**src/rtl/spieb_pkg.sv**
```systemverilog
// Package for the SPI EEPROM byte access master.
// Holds the beat payload types, phase codes and command constants.
// No dependencies; every other file imports it.
`default_nettype none

package spieb_pkg;

  localparam int unsigned WaitW = 20;

  localparam logic [WaitW-1:0] WaitTicksReset = WaitW'(10000);

  // Request codes carried with each tick.
  localparam logic [1:0] REQ_NONE  = 2'd0;
  localparam logic [1:0] REQ_WRITE = 2'd1;
  localparam logic [1:0] REQ_READ  = 2'd2;

  // Sequencer phases.
  localparam logic [2:0] PH_IDLE = 3'd0;
  localparam logic [2:0] PH_WREN = 3'd1;
  localparam logic [2:0] PH_GAP  = 3'd2;
  localparam logic [2:0] PH_XFER = 3'd3;
  localparam logic [2:0] PH_WAIT = 3'd4;

  // EEPROM instruction bytes.
  localparam logic [7:0] CMD_WREN  = 8'h06;
  localparam logic [7:0] CMD_WRITE = 8'h02;
  localparam logic [7:0] CMD_READ  = 8'h03;

  typedef struct packed {
    logic [1:0]  req_type;
    logic [15:0] address;
    logic [7:0]  write_data;
    logic        serial_in;
  } req_t;

  typedef struct packed {
    logic       chip_select_n;
    logic       serial_clock;
    logic       serial_out;
    logic       busy_res;
    logic [7:0] read_data;
    logic       read_valid;
    logic       rejected;
  } res_t;

endpackage

`default_nettype wire

```
**src/rtl/spieb_in_if.sv**
```systemverilog
// Input channel of the SPI EEPROM master: one tick beat per handshake.
// Depends on spieb_pkg for the payload type.
`default_nettype none

interface spieb_in_if import spieb_pkg::*; ();
  logic valid;
  logic ready;
  req_t payload;

  modport source (output valid, output payload, input ready);
  modport sink   (input valid, input payload, output ready);
endinterface

`default_nettype wire

```
**src/rtl/spieb_out_if.sv**
```systemverilog
// Result channel of the SPI EEPROM master: pin levels and status per tick.
// Depends on spieb_pkg for the payload type.
`default_nettype none

interface spieb_out_if import spieb_pkg::*; ();
  logic valid;
  logic ready;
  res_t payload;

  modport source (output valid, output payload, input ready);
  modport sink   (input valid, input payload, output ready);
endinterface

`default_nettype wire

```
**src/rtl/spieb_step.sv**
```systemverilog
// Transaction sequencer: holds the SPI state and works out one tick per beat.
// Depends on spieb_pkg for types, phases and command bytes.
`default_nettype none

module spieb_step import spieb_pkg::*; (
  input  wire logic             clk_i,
  input  wire logic             rst_ni,
  input  wire logic             accept_i,
  input  wire req_t             req_i,
  input  wire logic [WaitW-1:0] wait_ticks_i,
  output res_t                  res_o
);

  logic [2:0]       phase_q, phase_d;
  logic             rd_q, rd_d;
  logic [1:0]       byte_q, byte_d;
  logic [2:0]       bit_q, bit_d;
  logic             half_q, half_d;
  logic [7:0]       shift_q, shift_d;
  logic [15:0]      addr_q, addr_d;
  logic [7:0]       data_q, data_d;
  logic [7:0]       last_q, last_d;
  logic [WaitW-1:0] wait_q, wait_d;

  logic       req_valid;
  logic [2:0] ph_run;

  assign req_valid = (req_i.req_type == REQ_WRITE) || (req_i.req_type == REQ_READ);

  always_comb begin
    phase_d = phase_q;
    rd_d    = rd_q;
    byte_d  = byte_q;
    bit_d   = bit_q;
    half_d  = half_q;
    shift_d = shift_q;
    addr_d  = addr_q;
    data_d  = data_q;
    last_d  = last_q;
    wait_d  = wait_q;

    res_o.chip_select_n = 1'b1;
    res_o.serial_clock  = 1'b0;
    res_o.serial_out    = 1'b0;
    res_o.read_valid    = 1'b0;
    res_o.rejected      = 1'b0;

    // A request taken while idle already drives the first clock-high tick.
    if (phase_q != PH_IDLE) begin
      res_o.rejected = req_valid;
    end else if (req_valid) begin
      addr_d  = req_i.address;
      data_d  = req_i.write_data;
      rd_d    = (req_i.req_type == REQ_READ);
      phase_d = (req_i.req_type == REQ_READ) ? PH_XFER : PH_WREN;
      shift_d = (req_i.req_type == REQ_READ) ? CMD_READ : CMD_WREN;
      byte_d  = 2'd0;
      bit_d   = 3'd0;
      half_d  = 1'b0;
    end
    ph_run = phase_d;

    unique case (ph_run)
      PH_WREN, PH_XFER: begin
        res_o.chip_select_n = 1'b0;
        res_o.serial_out    = shift_d[7];
        if (!half_d) begin
          res_o.serial_clock = 1'b1;
          half_d             = 1'b1;
        end else begin
          half_d  = 1'b0;
          shift_d = {shift_d[6:0], req_i.serial_in};
          if (bit_d != 3'd7) begin
            bit_d = bit_d + 3'd1;
          end else begin
            bit_d = 3'd0;
            if (ph_run == PH_WREN) begin
              phase_d = PH_GAP;
            end else begin
              byte_d = byte_d + 2'd1;
              unique case (byte_d)
                2'd1: shift_d = addr_d[15:8];
                2'd2: shift_d = addr_d[7:0];
                2'd3: begin
                  // A read sends back the byte captured during the low address.
                  if (!rd_d) begin
                    shift_d = data_d;
                  end
                end
                default: begin
                  if (rd_d) begin
                    last_d           = shift_d;
                    res_o.read_valid = 1'b1;
                    phase_d          = PH_IDLE;
                  end else begin
                    wait_d  = wait_ticks_i;
                    phase_d = (wait_ticks_i == '0) ? PH_IDLE : PH_WAIT;
                  end
                end
              endcase
            end
          end
        end
      end
      PH_GAP: begin
        phase_d = PH_XFER;
        shift_d = CMD_WRITE;
        byte_d  = 2'd0;
        bit_d   = 3'd0;
        half_d  = 1'b0;
      end
      PH_WAIT: begin
        if (wait_d != '0) begin
          wait_d = wait_d - WaitW'(1);
        end
        if (wait_d == '0) begin
          phase_d = PH_IDLE;
        end
      end
      PH_IDLE: begin
      end
      default: phase_d = PH_IDLE;
    endcase

    res_o.busy_res  = (phase_d != PH_IDLE);
    res_o.read_data = last_d;
  end

  always_ff @(posedge clk_i or negedge rst_ni) begin
    if (!rst_ni) begin
      phase_q <= PH_IDLE;
      rd_q    <= 1'b0;
      byte_q  <= 2'd0;
      bit_q   <= 3'd0;
      half_q  <= 1'b0;
      shift_q <= 8'd0;
      addr_q  <= 16'd0;
      data_q  <= 8'd0;
      last_q  <= 8'd0;
      wait_q  <= '0;
    end else if (accept_i) begin
      phase_q <= phase_d;
      rd_q    <= rd_d;
      byte_q  <= byte_d;
      bit_q   <= bit_d;
      half_q  <= half_d;
      shift_q <= shift_d;
      addr_q  <= addr_d;
      data_q  <= data_d;
      last_q  <= last_d;
      wait_q  <= wait_d;
    end
  end

endmodule

`default_nettype wire

```
**src/rtl/spieb_out_stage.sv**
```systemverilog
// Result register of the SPI EEPROM master, holding one result beat.
// Depends on spieb_pkg for the result type.
`default_nettype none

module spieb_out_stage import spieb_pkg::*; (
  input  wire logic clk_i,
  input  wire logic rst_ni,
  input  wire logic load_i,
  input  wire res_t res_i,
  input  wire logic ready_i,
  output logic      free_o,
  output logic      valid_o,
  output res_t      res_o
);

  logic valid_q, valid_d;
  res_t res_q;

  // The register can take a new beat whenever it is empty or being drained.
  assign free_o  = !valid_q || ready_i;
  assign valid_d = load_i || (valid_q && !ready_i);

  always_ff @(posedge clk_i or negedge rst_ni) begin
    if (!rst_ni) begin
      valid_q <= 1'b0;
    end else begin
      valid_q <= valid_d;
    end
  end

  always_ff @(posedge clk_i) begin
    if (load_i) begin
      res_q <= res_i;
    end
  end

  assign valid_o = valid_q;
  assign res_o   = res_q;

endmodule

`default_nettype wire

```
**src/rtl/spi_eeprom_byte_access_master_unit.sv**
```systemverilog
// Top level of the SPI mode-0 EEPROM byte access master.
// Depends on spieb_pkg, spieb_in_if, spieb_out_if, spieb_step and spieb_out_stage.
//
//   Channel  Direction  Carries
//   in_if    sink       one half-bit tick: request, address, data, sampled pin
//   out_if   source     pin levels, busy, read byte, read strobe, reject flag
//   cfg      write only write_wait_ticks, 20 bits
//
// One tick beat is taken per clock cycle unless stalled; its result appears on
// out_if in the next cycle, set by the single sequencer step before the result
// register. Input is stalled only while a result waits and out_if is not ready.
// Reset is asynchronous and active low: idle, chip select high, wait 10000.
`default_nettype none

module spi_eeprom_byte_access_master_unit import spieb_pkg::*; (
  input  wire logic             clk_i,
  input  wire logic             rst_ni,
  input  wire logic             cfg_we_i,
  input  wire logic [WaitW-1:0] cfg_wdata_i,
  spieb_in_if.sink              in_if,
  spieb_out_if.source           out_if
);

  logic [WaitW-1:0] wait_ticks_q;
  logic             stage_free;
  logic             accept;
  res_t             step_res;

  always_ff @(posedge clk_i or negedge rst_ni) begin
    if (!rst_ni) begin
      wait_ticks_q <= WaitTicksReset;
    end else if (cfg_we_i) begin
      wait_ticks_q <= cfg_wdata_i;
    end
  end

  assign in_if.ready = stage_free;
  assign accept      = in_if.valid && stage_free;

  spieb_step u_step (
    .clk_i        (clk_i),
    .rst_ni       (rst_ni),
    .accept_i     (accept),
    .req_i        (in_if.payload),
    .wait_ticks_i (wait_ticks_q),
    .res_o        (step_res)
  );

  spieb_out_stage u_out (
    .clk_i   (clk_i),
    .rst_ni  (rst_ni),
    .load_i  (accept),
    .res_i   (step_res),
    .ready_i (out_if.ready),
    .free_o  (stage_free),
    .valid_o (out_if.valid),
    .res_o   (out_if.payload)
  );

`ifndef SYNTHESIS
  // A read finishes on a clock-low tick with the chip still selected.
  a_read_ends_low: assert property (@(posedge clk_i) disable iff (!rst_ni)
    out_if.valid && out_if.payload.read_valid |->
      !out_if.payload.chip_select_n && !out_if.payload.serial_clock)
    else $error("read completed outside a selected clock-low tick");

  // Completing a read always returns the sequencer to idle.
  a_read_ends_idle: assert property (@(posedge clk_i) disable iff (!rst_ni)
    out_if.valid && out_if.payload.read_valid |-> !out_if.payload.busy_res)
    else $error("still busy after a read completed");

  // With no result held, a tick beat must be taken at once.
  a_no_needless_stall: assert property (@(posedge clk_i) disable iff (!rst_ni)
    !out_if.valid |-> in_if.ready)
    else $error("input stalled with an empty result register");
`endif

endmodule

`default_nettype wire
```
**src/flat_wrapper.sv**
```systemverilog
// flat-port wrapper written by rule: the top's interface ports become plain ports
module spi_eeprom_byte_access_master_unit_flat import spieb_pkg::*;
  (clk_i, rst_ni, cfg_we_i, cfg_wdata_i, in_if_valid, in_if_payload, in_if_ready, out_if_valid, out_if_payload, out_if_ready);
  spieb_in_if in_if_i ();
  spieb_out_if out_if_i ();
  input  wire logic clk_i;
  input  wire logic rst_ni;
  input  wire logic cfg_we_i;
  input  wire logic [WaitW-1:0] cfg_wdata_i;
  input wire logic [$bits(in_if_i.valid)-1:0] in_if_valid;
  input wire logic [$bits(in_if_i.payload)-1:0] in_if_payload;
  output wire logic [$bits(in_if_i.ready)-1:0] in_if_ready;
  output wire logic [$bits(out_if_i.valid)-1:0] out_if_valid;
  output wire logic [$bits(out_if_i.payload)-1:0] out_if_payload;
  input wire logic [$bits(out_if_i.ready)-1:0] out_if_ready;
  assign in_if_i.valid = in_if_valid;
  assign in_if_i.payload = in_if_payload;
  assign in_if_ready = in_if_i.ready;
  assign out_if_valid = out_if_i.valid;
  assign out_if_payload = out_if_i.payload;
  assign out_if_i.ready = out_if_ready;
  spi_eeprom_byte_access_master_unit u_core (.clk_i(clk_i), .rst_ni(rst_ni), .cfg_we_i(cfg_we_i), .cfg_wdata_i(cfg_wdata_i), .in_if(in_if_i), .out_if(out_if_i));
endmodule
```
**config.mk**
```make
export PLATFORM = sky130hd
export DESIGN_NAME = spi_eeprom_byte_access_master_unit_flat
export DESIGN_NICKNAME = d
export VERILOG_FILES = /design/src/rtl/spieb_pkg.sv /design/src/rtl/spieb_in_if.sv /design/src/rtl/spieb_out_if.sv /design/src/rtl/spieb_step.sv /design/src/rtl/spieb_out_stage.sv /design/src/rtl/spi_eeprom_byte_access_master_unit.sv /design/src/flat_wrapper.sv
export SDC_FILE = /design/constraint.sdc
export NUM_CORES = 1
export LEC_CHECK = 0
export BUFFER_PORTS_ARGS = -buffer_cell sky130_fd_sc_hd__buf_2
export CAP_MARGIN = 15
export CORE_UTILIZATION = 45
export DETAILED_ROUTE_END_ITERATION = 16
export GPL_TIMING_DRIVEN = 0
export PLACE_DENSITY = 0.63
export REMOVE_ABC_BUFFERS = 1
export SYNTH_ARGS = -nofsm -noshare
export SYNTH_HDL_FRONTEND = slang
export SYNTH_SLANG_ARGS = --single-unit
```
**constraint.sdc**
```tcl
create_clock -name clk_i -period 5.3 [get_ports clk_i]
set_input_delay 0.265 -clock clk_i [delete_from_list [all_inputs] [get_ports clk_i]]
set_output_delay 0.265 -clock clk_i [all_outputs]
set_load 0.03 [all_outputs]
```
==> impl_metrics.py, run 1 <==
metrics = {
    "status": {
        "run_status": "complete, no violations",
    },
    "yosys": {
        "yosys.area.top_type": "dfrtp_1",
        "yosysSeqAreaShare_pct": 46.87,
        "synth.yosys.warnings": 0,
        "post_synth_inst_count": 594,
        "asyncSetResetFlopFracSynth_pct": 86.67,
        "netlist-cell-type-count": 65,
        "post_synth_main_area_contributors": "dfrtp_1 (37%), mux2_2 (12%), edfxtp_1 (7.3%), nand2_1 (5.1%), o21ai_0 (4.3%)",
        "synth-seq-cells": 105,
        "yosys.area.top_type_share_pct": 37.30,
        "synth.avg_cell_area_um2": 9.713,
        "ys_dominant_reg_cell": "dfrtp_1",
        "syn-cell-area_mm2": 0.005769,
        "number_of_enable_type_register_cells_in_the_synthesized_netlist": 14,
    },
    "routing": {
        "wl_um": 13720,
        "num_vias": 4719,
        "ant_nets": 0,
        "drt_first_iter_violations": 341,
        "drt_drc_violations_left": 0,
        "wirelength_per_cell_um": 16.93,
        "via_per_inst": 5.826,
        "drtPass1Iterations": 7,
    },
    "placement": {
        "port_buffers": 67,
        "hpwl_after_detailed_placement_um": 9435,
        "placed_area_mm2": 0.006203,
        "gpl.final_weighted_congestion": 0.8776,
    },
    "finish": {
        "final.fill_count": 1111,
        "multi_input_comb_area_mm2": 0.002845,
        "insertedDiodeCount": 0,
        "layout-drive-gt1-share_pct": 25.39,
        "area_delta_synth_final_pct": 13.47,
        "finalNetCount": 697,
        "final-seq-area_mm2": 0.002704,
        "final_design_area_no_fill_mm2": 0.006546,
    },
    "clock_tree": {
        "cts-root-buf": "clkbuf_16",
        "clockBufferDepth": 2,
        "tritoncts_buffer_count": 9,
        "post_cts.resized_instances": 0,
        "post_cts_hold_buffer_count": 1,
        "cts.repair_timing.setup_buffer_count": 0,
        "tritoncts": "yes",
        "ctsHtreeMaxLevel": 3,
        "numClockSinks": 105,
        "cts.reportedPaths.clkPinSlew_ns": 0.07,
        "worstSkewPairLatency_ns": 0.35,
    },
    "global_routing": {
        "antenna_found_initial": 0,
        "first_pass_grt_wire_length_um": 22450,
        "pin_count_of_the_biggest_net_entering_global_routing": 68,
        "grt_pass1_vias": 4495,
        "total_global_routing_track_utilization_pct": 21.67,
        "globalRoute.totalOverflow": 0,
    },
    "power_and_ir_drop": {
        "comb_power_share_pct": 24.8,
        "switching_share_pct": 30.13,
        "p_clk_share_pct": 29.1,
        "switchingPower_uw": 714.3,
        "internal_power_mw": 1.656,
        "power_mw": 2.371,
        "seq_power_share_pct": 46.0,
        "power.density_mw_per_mm2": 362.1,
        "leakagePower_nw": 2.857,
        "max_vdd_drop_mv": 0.2190,
    },
    "setup_path": {
        "cp_max_fo": 40,
        "timing.critical_path.slowest_stage_cell": "or4_4",
        "crit_path_max_incr_delay_ns": 0.81,
        "timing.critical_path.from_type": "flop",
        "worstSetupEndpointType": "flop",
        "worst_ep_required_time_ns": 5.51,
        "timing_worst_setup_path_type": "reg2reg",
        "worstPathArrival_ns": 4.06,
        "cp_cell_sequence": "or4_4 > and2_1 > ha_1 > ha_1 > and4b_1 > o2111a_1 > o211ai_1 > buf_6 > a21oi_1 > nor2_1 > a21oi_1",
    },
    "floorplan": {
        "die_area_mm2": 0.01328,
        "die_h_um": 115.2,
        "die_width_um": 115.2,
        "ios": 68,
        "fp.coreArea_mm2": 0.01226,
        "initial_utilization_pct": 47.05,
        "row_count": 40,
    },
    "sta": {
        "timing.final.max_slew_violations": 0,
        "period_minus_slack_ns": 3.853,
        "worst_slew_pin_slew_ns": 1.084,
        "setup_clock_skew_after_layout_ns": 0.01070,
        "max_freq_ghz": 0.2595,
        "rsz0062_at_grt": "no",
        "layout_worst_path_cycle_share_pct": 72.70,
        "timing.final.setup_violations": 0,
        "hold_slack_ns": 0.1335,
        "setup_total_negative_slack_ns": 0,
        "worst_slew_margin_relative_to_its_limit_pct": 27.60,
        "timing.final.hold_violations": 0,
    },
    "min_path": {
        "timing.hold.worst.class": "in2reg",
    },
    "flow_run": {
        "max-cap-violations": 0,
    },
}
## power by group through the flow
stage                     clock (mW)  sequential, mW  combinational [mW]
after global routing           0.735            1.11               0.655
after global placement             0            1.09               0.561
final                          0.690            1.09               0.589
after detailed placement           0            1.10               0.584
after CTS                      0.701            1.09               0.589
after floorplan                    0            1.09               0.423
## through the flow
stage               std cells  setup slack, ns  util [%]
floorplan                 554            1.785         -
global placement          789           0.3031     50.08
detailed placement        792            1.220     50.59
CTS                       809            1.471     53.16
global route              810            1.272     53.39
finish                    810            1.447     53.39
## final cells by class
class / instances / area share, %
clock buffer: 11 / 3.708
clock inverter: 5 / 0.9557
inverter: 16 / 0.9174
multi-input combinational: 433 / 43.46
sequential: 105 / 41.30
tap: 168 / 3.211
timing repair buffer: 72 / 6.441
## state kept, by name (all words and copies together), names as in the netlist
| name | count |
|---|---|
| u_core.u_step.wait_q | 20 |
| u_core.wait_ticks_q | 20 |
| u_core.u_step.addr_q | 16 |
| u_core.u_out.res_o | 14 |
| u_core.u_step.data_q | 8 |
| u_core.u_step.last_q | 8 |
| u_core.u_step.shift_q | 8 |
| u_core.u_step.bit_q | 3 |
| u_core.u_step.phase_q | 3 |
| u_core.u_step.byte_q | 2 |
| u_core.u_out.valid_o | 1 |
| u_core.u_step.half_q | 1 |
| u_core.u_step.rd_q | 1 |
## cell usage after synthesis (7+ instances only)
cell,instances
a22o_1,9
a22oi_1,9
o22ai_1,10
nand3_1,9
nand2_1,79
o21ai_0,49
nor2_1,45
clkbuf_1,29
nor3_1,9
a21oi_1,36
and2_1,7
inv_1,16
edfxtp_1,14
buf_2,7
dfrtp_1,86
nor4_1,17
ha_1,8
mux2_2,62
## worst max-delay path: cells and delay by family, from the launching register on
kind                       cells  cell delay, ns
and+or+nand+nor                4            1.44
AOI/OAI and AO/OA              4            0.97
DFF                            1            0.56
adders and majority gates      2            0.45
buffers and inverters          1            0.25
## worst paths after layout
check	start	endpoint	slack, ns	cells past startpoint
worst max-delay path	u_core.u_step.phase_q[1]	u_core.u_step.wait_q[11]	1.45	11
worst min-delay path	in_if_valid	u_core.u_out.valid_o	0.13	2
min in group asynchronous	rst_ni	u_core.u_step.addr_q[13]	0.36	2
max in group asynchronous	rst_ni	u_core.wait_ticks_q[4]	4.24	3
worst min register to register	u_core.u_step.last_q[0]	u_core.u_step.last_q[0]	0.48	2
worst max register to register	u_core.u_step.phase_q[1]	u_core.u_step.wait_q[11]	1.45	11
## per-layer routing
metal	track usage (%)	wire length (µm)	vias up
li1	-	-	2251
met5	0	0	-
met1	32.55	6824	2302
met3	3.585	747	18
met2	32.17	5960	148
met4	6.061	182	0
## cell families (layout without fill, tap and decap cells)
family	after synthesis	in the layout	synth area share [%]
adder cells (fa/ha/maj)	8	8	1.735
buffers and inverters	56	104	4.055
AND/OR/NAND/NOR	198	198	16.44
multiplexers	66	66	12.97
flip-flops	105	105	46.87
XOR/XNOR	5	5	0.7590
AO/OA/AOI/OAI	156	156	17.18
## cells in the final DEF, fill, tap and decap left out, drive strengths merged, types with 10 or more instances in the layout
master / Yosys / routed
o22ai: 10 / 10
dfrtp: 86 / 86
clkbuf: 29 / 11
nor4: 19 / 19
nor2: 45 / 45
o21ai: 50 / 50
edfxtp: 14 / 14
inv: 16 / 17
mux2: 64 / 64
a21oi: 36 / 36
buf: 11 / 71
nand2: 79 / 79
No activity file was read; power rests on OpenSTA's default activity.
==> run 2, diff against run 1 <==
Settings changed: PLACE_DENSITY 0.63 to 0.66.
Clock period 5.3 ns to 3.2 ns, I/O delays scaled along.
==> run 2 against run 1 <==
Effect of this change: fmax up 24%; highest routed layer unchanged; total power up 65%; first-iteration DRC count down 16%.
==> impl_metrics.py, run 2 (same netlist as run 1, synthesis figures left out) <==
metrics = {
    "floorplan": {
        "die_width_um": 115.2,
        "initial_utilization_pct": 47.05,
        "die_h_um": 115.2,
        "die_area_mm2": 0.01328,
        "row_count": 40,
        "fp.coreArea_mm2": 0.01226,
        "ios": 68,
    },
    "setup_path": {
        "cp_max_fo": 16,
        "reg2reg_slack_ns": 0.1,
        "worstSetupEndpointType": "flop",
        "worst_ep_required_time_ns": 3.27,
        "timing.critical_path.from_type": "flop",
        "timing_worst_setup_path_type": "reg2reg",
        "worstPathArrival_ns": 3.18,
    },
    "clock_tree": {
        "numClockSinks": 105,
        "ctsHtreeMaxLevel": 3,
        "clockBufferDepth": 2,
        "tritoncts": "yes",
        "tritoncts_buffer_count": 9,
        "cts-root-buf": "clkbuf_16",
        "worstSkewPairLatency_ns": 0.36,
        "cts.reportedPaths.clkPinSlew_ns": 0.07,
    },
    "sta": {
        "worst_slew_margin_relative_to_its_limit_pct": 24.76,
        "timing.final.max_slew_violations": 0,
        "layout_worst_path_cycle_share_pct": 96.93,
        "setup_total_negative_slack_ns": 0,
        "rsz0062_at_grt": "no",
        "timing.final.setup_violations": 0,
        "worst_slew_pin_slew_ns": 1.129,
        "max_freq_ghz": 0.3224,
        "final_critical_path_setup_slack_ns": 0.09813,
        "setup_clock_skew_after_layout_ns": 0.009071,
        "period_minus_slack_ns": 3.102,
        "timing.final.hold_violations": 0,
    },
    "global_routing": {
        "total_global_routing_track_utilization_pct": 22.31,
        "first_pass_grt_wire_length_um": 22710,
        "grt_pass1_vias": 4424,
        "pin_count_of_the_biggest_net_entering_global_routing": 66,
        "antenna_found_initial": 0,
        "globalRoute.totalOverflow": 0,
    },
    "routing": {
        "num_vias": 4750,
        "drt_first_iter_violations": 287,
        "wirelength_per_cell_um": 16.90,
        "wl_um": 13830,
        "ant_nets": 0,
        "drtPass1Iterations": 5,
        "drt_drc_violations_left": 0,
        "via_per_inst": 5.807,
    },
    "flow_run": {
        "max-cap-violations": 0,
    },
    "placement": {
        "gpl.final_weighted_congestion": 0.8461,
        "hpwl_after_detailed_placement_um": 9437,
        "placed_area_mm2": 0.006208,
        "port_buffers": 67,
        "dp_slack_ns": -0.7771,
    },
    "finish": {
        "insertedDiodeCount": 0,
        "largest_registers": "u_core.u_step.wait_q (20), u_core.wait_ticks_q (20), u_core.u_step.addr_q (16)",
        "final_design_area_no_fill_mm2": 0.006599,
        "final_common_cell": "dfrtp_1",
        "area_delta_synth_final_pct": 14.38,
        "layout-drive-gt1-share_pct": 28.00,
        "most-common-layout-cells": "dfrtp_1 (83), nand2_1 (76), buf_2 (67)",
        "finalNetCount": 705,
    },
    "status": {
        "run_status": "complete, no violations",
    },
    "min_path": {
        "timing.hold.worst.class": "in2reg",
    },
    "power_and_ir_drop": {
        "power.density_mw_per_mm2": 594.3,
        "max_vdd_drop_mv": 0.2778,
        "power_mw": 3.922,
        "leakagePower_nw": 2.878,
    },
}
[run 2: cell count changes in the layout (fill, tap and decap cells not counted), moves of 2 or more]
cell	previous run	this run
buf_4	2	8
clkinv_2	0	2
dfrtp_1	86	83
dfrtp_2	0	3
inv_8	0	2
nand2_1	79	76
nand2_2	0	3
or4_2	0	2
[run 2: worst paths after layout]
kind | start | end | depth (start not counted)
max | u_core.u_step.phase_q[2] | u_core.u_out.res_o[10] | 10
min reg2reg | u_core.u_step.shift_q[7] | u_core.u_step.shift_q[7] | 2
min | in_if_valid | u_core.u_out.valid_o | 2
min in group asynchronous | rst_ni | u_core.u_step.addr_q[4] | 2
max reg2reg | u_core.u_step.phase_q[2] | u_core.u_out.res_o[10] | 10
max in group asynchronous | rst_ni | u_core.wait_ticks_q[4] | 3
[run 2: what timing repair did]
action,4_1_cts,5_1_grt
gates resized for setup,6,4
endpoints found under the hold margin,26,0
setup endpoints to repair,40,33
pin swaps,2,0
hold buffers,1,0
buffers inserted,4,2
gates cloned,2,0
[run 2: area by class of cell]
| class | count | area [µm²] |
|---|---|---|
| fill | 1111 | 5663 |
| multi-input combinational | 435 | 2884 |
| clock inverter | 6 | 50.05 |
| sequential | 105 | 2708 |
| tap | 168 | 210.2 |
| timing repair buffer | 78 | 444.2 |
| inverter | 16 | 63.81 |
| clock buffer | 10 | 239.0 |
[run 2: critical path, cell delays in order, from the launching register on]
cell and delay, ns:
dfrtp_2 0.53, or4_4 0.49, and2_1 0.19, ha_1 0.19, ha_1 0.25, and4b_1 0.26, and3_1 0.24, o211ai_1 0.11
nand2_1 0.10, nor4_1 0.31, a21oi_1 0.15
[run 2: where the power goes]
part | internal, mW | leakage [nW] | switching, mW | total (mW)
sequential | 1.62 | 1.28 | 0.157 | 1.78
clock | 0.562 | 0.147 | 0.536 | 1.10
combinational | 0.512 | 1.46 | 0.530 | 1.04
total | 2.70 | 2.88 | 1.22 | 3.92
[run 2: per-layer routing]
metal | vias to the layer above | GRT usage [%] | part of all wire, %
li1 | 2281 | - | -
met1 | 2303 | 32.09 | 49
met2 | 148 | 33.25 | 44
met3 | 18 | 3.585 | 5.1
met4 | 0 | 9.784 | 1.8
met5 | - | 0 | 0
[run 2: through the flow]
stage | hold slack, ns | utilization [%] | instances
2_1_floorplan | -0.1356 | - | 554
3_3_place_gp | 0.3741 | 50.08 | 789
3_5_place_dp | 0.1108 | 50.63 | 793
4_1_cts | 0.01297 | 53.58 | 816
5_1_grt | 0.02293 | 53.82 | 818
6_report | 0.01637 | 53.82 | 818
==> run 3, diff against run 2 <==
Settings changed: MAX_ROUTING_LAYER from default to met4.
Clock period 3.2 ns to 2.5 ns, I/O delays scaled along.
==> run 3 against run 2 <==
Effect of this change: the run now ends with negative setup slack left; clock skew fell by 0.0012 ns; flip-flop and latch count stayed put; clock-buffer cell count down 1; wire length grew 13%; cell count increased by 4.9%; total power rose by 37%; sequential share of layout area down 3.8 points; worst setup slack got worse by 0.35 ns; clock power grew 26%; die area is the same; combinational power is 63% higher; first-iteration DRC count is 50% higher; largest cell class unchanged.
==> impl_metrics.py, run 3 (same netlist as run 1, synthesis figures left out) <==
metrics = {
    "setup_path": {
        "timing.critical_path.from_type": "flop",
        "critical_register_to_register_path_startpoint": "u_core.u_step.phase_q[1]",
        "reg2reg_slack_ns": -0.25,
        "cp_max_fo": 3,
        "cp_cell_sequence": "or4_4 > and2_4 > ha_4 > ha_4 > and4b_1 > and3_4 > o211ai_1 > nand2_1 > nor4_2 > a21oi_1",
        "timing.critical_path.slowest_stage_cell": "or4_4",
        "timing_worst_setup_path_type": "reg2reg",
        "worst_ep_required_time_ns": 2.59,
        "critical_path.startpoint": "u_core.u_step.phase_q[1]",
        "timing.rr.end": "u_core.u_out.res_o[10]",
        "reg2reg_depth": 10,
        "critPathBufInv": 0,
        "crit_path_max_incr_delay_ns": 0.58,
        "worstSetupEndpointType": "flop",
        "crit_family": "simple AND/OR/NAND/NOR gates",
        "critical-path-top-cell-by-count": "ha_4",
        "worstPathArrival_ns": 2.84,
    },
    "routing": {
        "ant_nets": 0,
        "routedLengthMet1_um": 6871,
        "wirelength_per_cell_um": 18.14,
        "wl_um": 15560,
        "drt_drc_violations_left": 0,
        "dr_wl_met3_um": 1114,
        "via_per_inst": 6.024,
        "maxUsedRoutingLayer": "met4",
        "drtPass1Iterations": 8,
        "met2_length_um": 7155,
        "drt_first_iter_violations": 431,
        "num_vias": 5169,
    },
    "floorplan": {
        "row_count": 40,
        "fp.coreArea_mm2": 0.01226,
        "ios": 68,
        "die_h_um": 115.2,
        "die_area_mm2": 0.01328,
        "die_width_um": 115.2,
        "initial_utilization_pct": 47.05,
    },
    "sta": {
        "worst_slew_margin_relative_to_its_limit_pct": 51.71,
        "setup_total_negative_slack_ns": -3.570,
        "period_minus_slack_ns": 2.747,
        "timing.final.max_slew_violations": 0,
        "final_critical_path_setup_slack_ns": -0.2471,
        "setup_clock_skew_after_layout_ns": 0.007871,
        "hold_slack_ns": 0.003698,
        "layout_worst_path_cycle_share_pct": 109.9,
        "rsz0062_at_grt": "yes",
        "worst_slew_pin_slew_ns": 0.7227,
        "max_freq_ghz": 0.3640,
        "timing.final.hold_violations": 0,
        "timing.final.setup_violations": 37,
    },
    "clock_tree": {
        "cts.reportedPaths.clkPinSlew_ns": 0.07,
        "worstSkewPairLatency_ns": 0.35,
        "cts-root-buf": "clkbuf_16",
        "tritoncts": "yes",
        "tritoncts_buffer_count": 9,
        "clockBufferDepth": 2,
        "ctsHtreeMaxLevel": 3,
        "numClockSinks": 105,
    },
    "global_routing": {
        "grt_pass1_vias": 4764,
        "pin_count_of_the_biggest_net_entering_global_routing": 66,
        "antenna_found_initial": 0,
        "total_global_routing_track_utilization_pct": 25.37,
        "first_pass_grt_wire_length_um": 24820,
        "globalRoute.totalOverflow": 0,
    },
    "finish": {
        "largest_registers": "u_core.u_step.wait_q (20), u_core.wait_ticks_q (20), u_core.u_step.addr_q (16)",
        "insertedDiodeCount": 0,
        "area_delta_synth_final_pct": 26.24,
        "layout-drive-gt1-share_pct": 36.81,
        "finalNetCount": 745,
        "finish.cell_count_without_fillers": 858,
        "most-common-layout-cells": "dfrtp_1 (82), nand2_1 (73), buf_2 (66)",
        "final_common_cell": "dfrtp_1",
    },
    "min_path": {
        "timing.hold.worst.class": "in2reg",
        "holdPathEnd": "u_core.wait_ticks_q[16]",
        "min-delay-start": "cfg_wdata_i[16]",
        "hold_depth": 2,
    },
    "flow_run": {
        "max-cap-violations": 0,
    },
    "power_and_ir_drop": {
        "max_vdd_drop_mv": 0.3833,
        "leakagePower_nw": 3.137,
        "power_mw": 5.384,
        "power.density_mw_per_mm2": 739.2,
    },
    "status": {
        "violations_in_the_final_reports": "negative setup slack",
        "run_status": "complete, but fails checks",
    },
    "placement": {
        "gpl.final_weighted_congestion": 0.8623,
        "dp_slack_ns": -1.459,
        "post_placement_cell_count": 793,
        "hpwl_after_detailed_placement_um": 9658,
        "port_buffers": 67,
    },
}
-- run 3: cell types whose count changed in the layout (fill, tap and decap cells not counted), sizes merged --
| cell | change |
|---|---|
| bufinv | +1 |
| o311ai | +1 |
| clkbuf | -1 |
| buf | +29 |
| o211a | +2 |
| clkinvlp | +2 |
| dlygate4sd3 | +7 |
| clkinv | +2 |
| inv | -3 |
-- run 3: report_power, final --
part           internal (mW)  leakage (nW)  switching [mW]
sequential              2.08          1.27           0.216
clock                  0.765         0.136           0.624
combinational          0.863          1.73           0.837
-- run 3: worst max path at each step --
stage,endpoint,slack [ns],cells after the start
after floorplan,u_core.u_step.wait_q[0],-0.88,12
after global placement,u_core.u_out.res_o[10],-2.38,9
after detailed placement,u_core.u_step.wait_q[10],-1.46,14
after CTS,u_core.u_out.res_o[10],-0.17,10
after global routing,u_core.u_out.res_o[10],-0.32,10
final,u_core.u_out.res_o[10],-0.25,10
-- run 3: stage by stage --
stage	area, µm²	util (%)
2_1_floorplan	5595	-
5_1_grt	7283	59.40
3_3_place_gp	6141	50.08
3_5_place_dp	6208	50.63
4_1_cts	7086	57.79
6_report	7283	59.40
-- run 3: routing by layer --
| metal | vias up | global-route usage, % |
|---|---|---|
| li1 | 2372 | - |
| met1 | 2514 | 33.85 |
| met2 | 249 | 38.07 |
| met3 | 34 | 4.164 |
| met4 | 0 | 11.17 |
| met5 | - | - |
-- run 3: layout make-up --
class / count / area, µm²
Timing Repair inverter: 1 / 5.005
Timing Repair Buffer: 114 / 772.0
Clock inverter: 7 / 61.31
Inverter: 16 / 66.31
Fill cell: 1021 / 4979
Clock buffer: 9 / 225.2
Tap cell: 168 / 210.2
Multi-Input combinational cell: 438 / 3234
Sequential cell: 105 / 2709
-- run 3: repair_timing --
| item | 4_1_cts | 5_1_grt |
|---|---|---|
| setup endpoints to repair | 75 | 65 |
| hold buffers | 7 | 1 |
| gates resized for setup | 75 | 26 |
| gates cloned | 7 | 0 |
| setup buffers | 23 | 11 |
| hold endpoints to repair | 32 | 1 |
| pin swaps | 20 | 18 |
-- run 3: worst reg2reg max path, cell delays in order (launching register included) --
cell and delay (ns):
dfrtp_2 0.42, or4_4 0.58, and2_4 0.18, ha_4 0.16, ha_4 0.15, and4b_1 0.23, and3_4 0.18, o211ai_1 0.10
nand2_1 0.12, nor4_2 0.24, a21oi_1 0.12
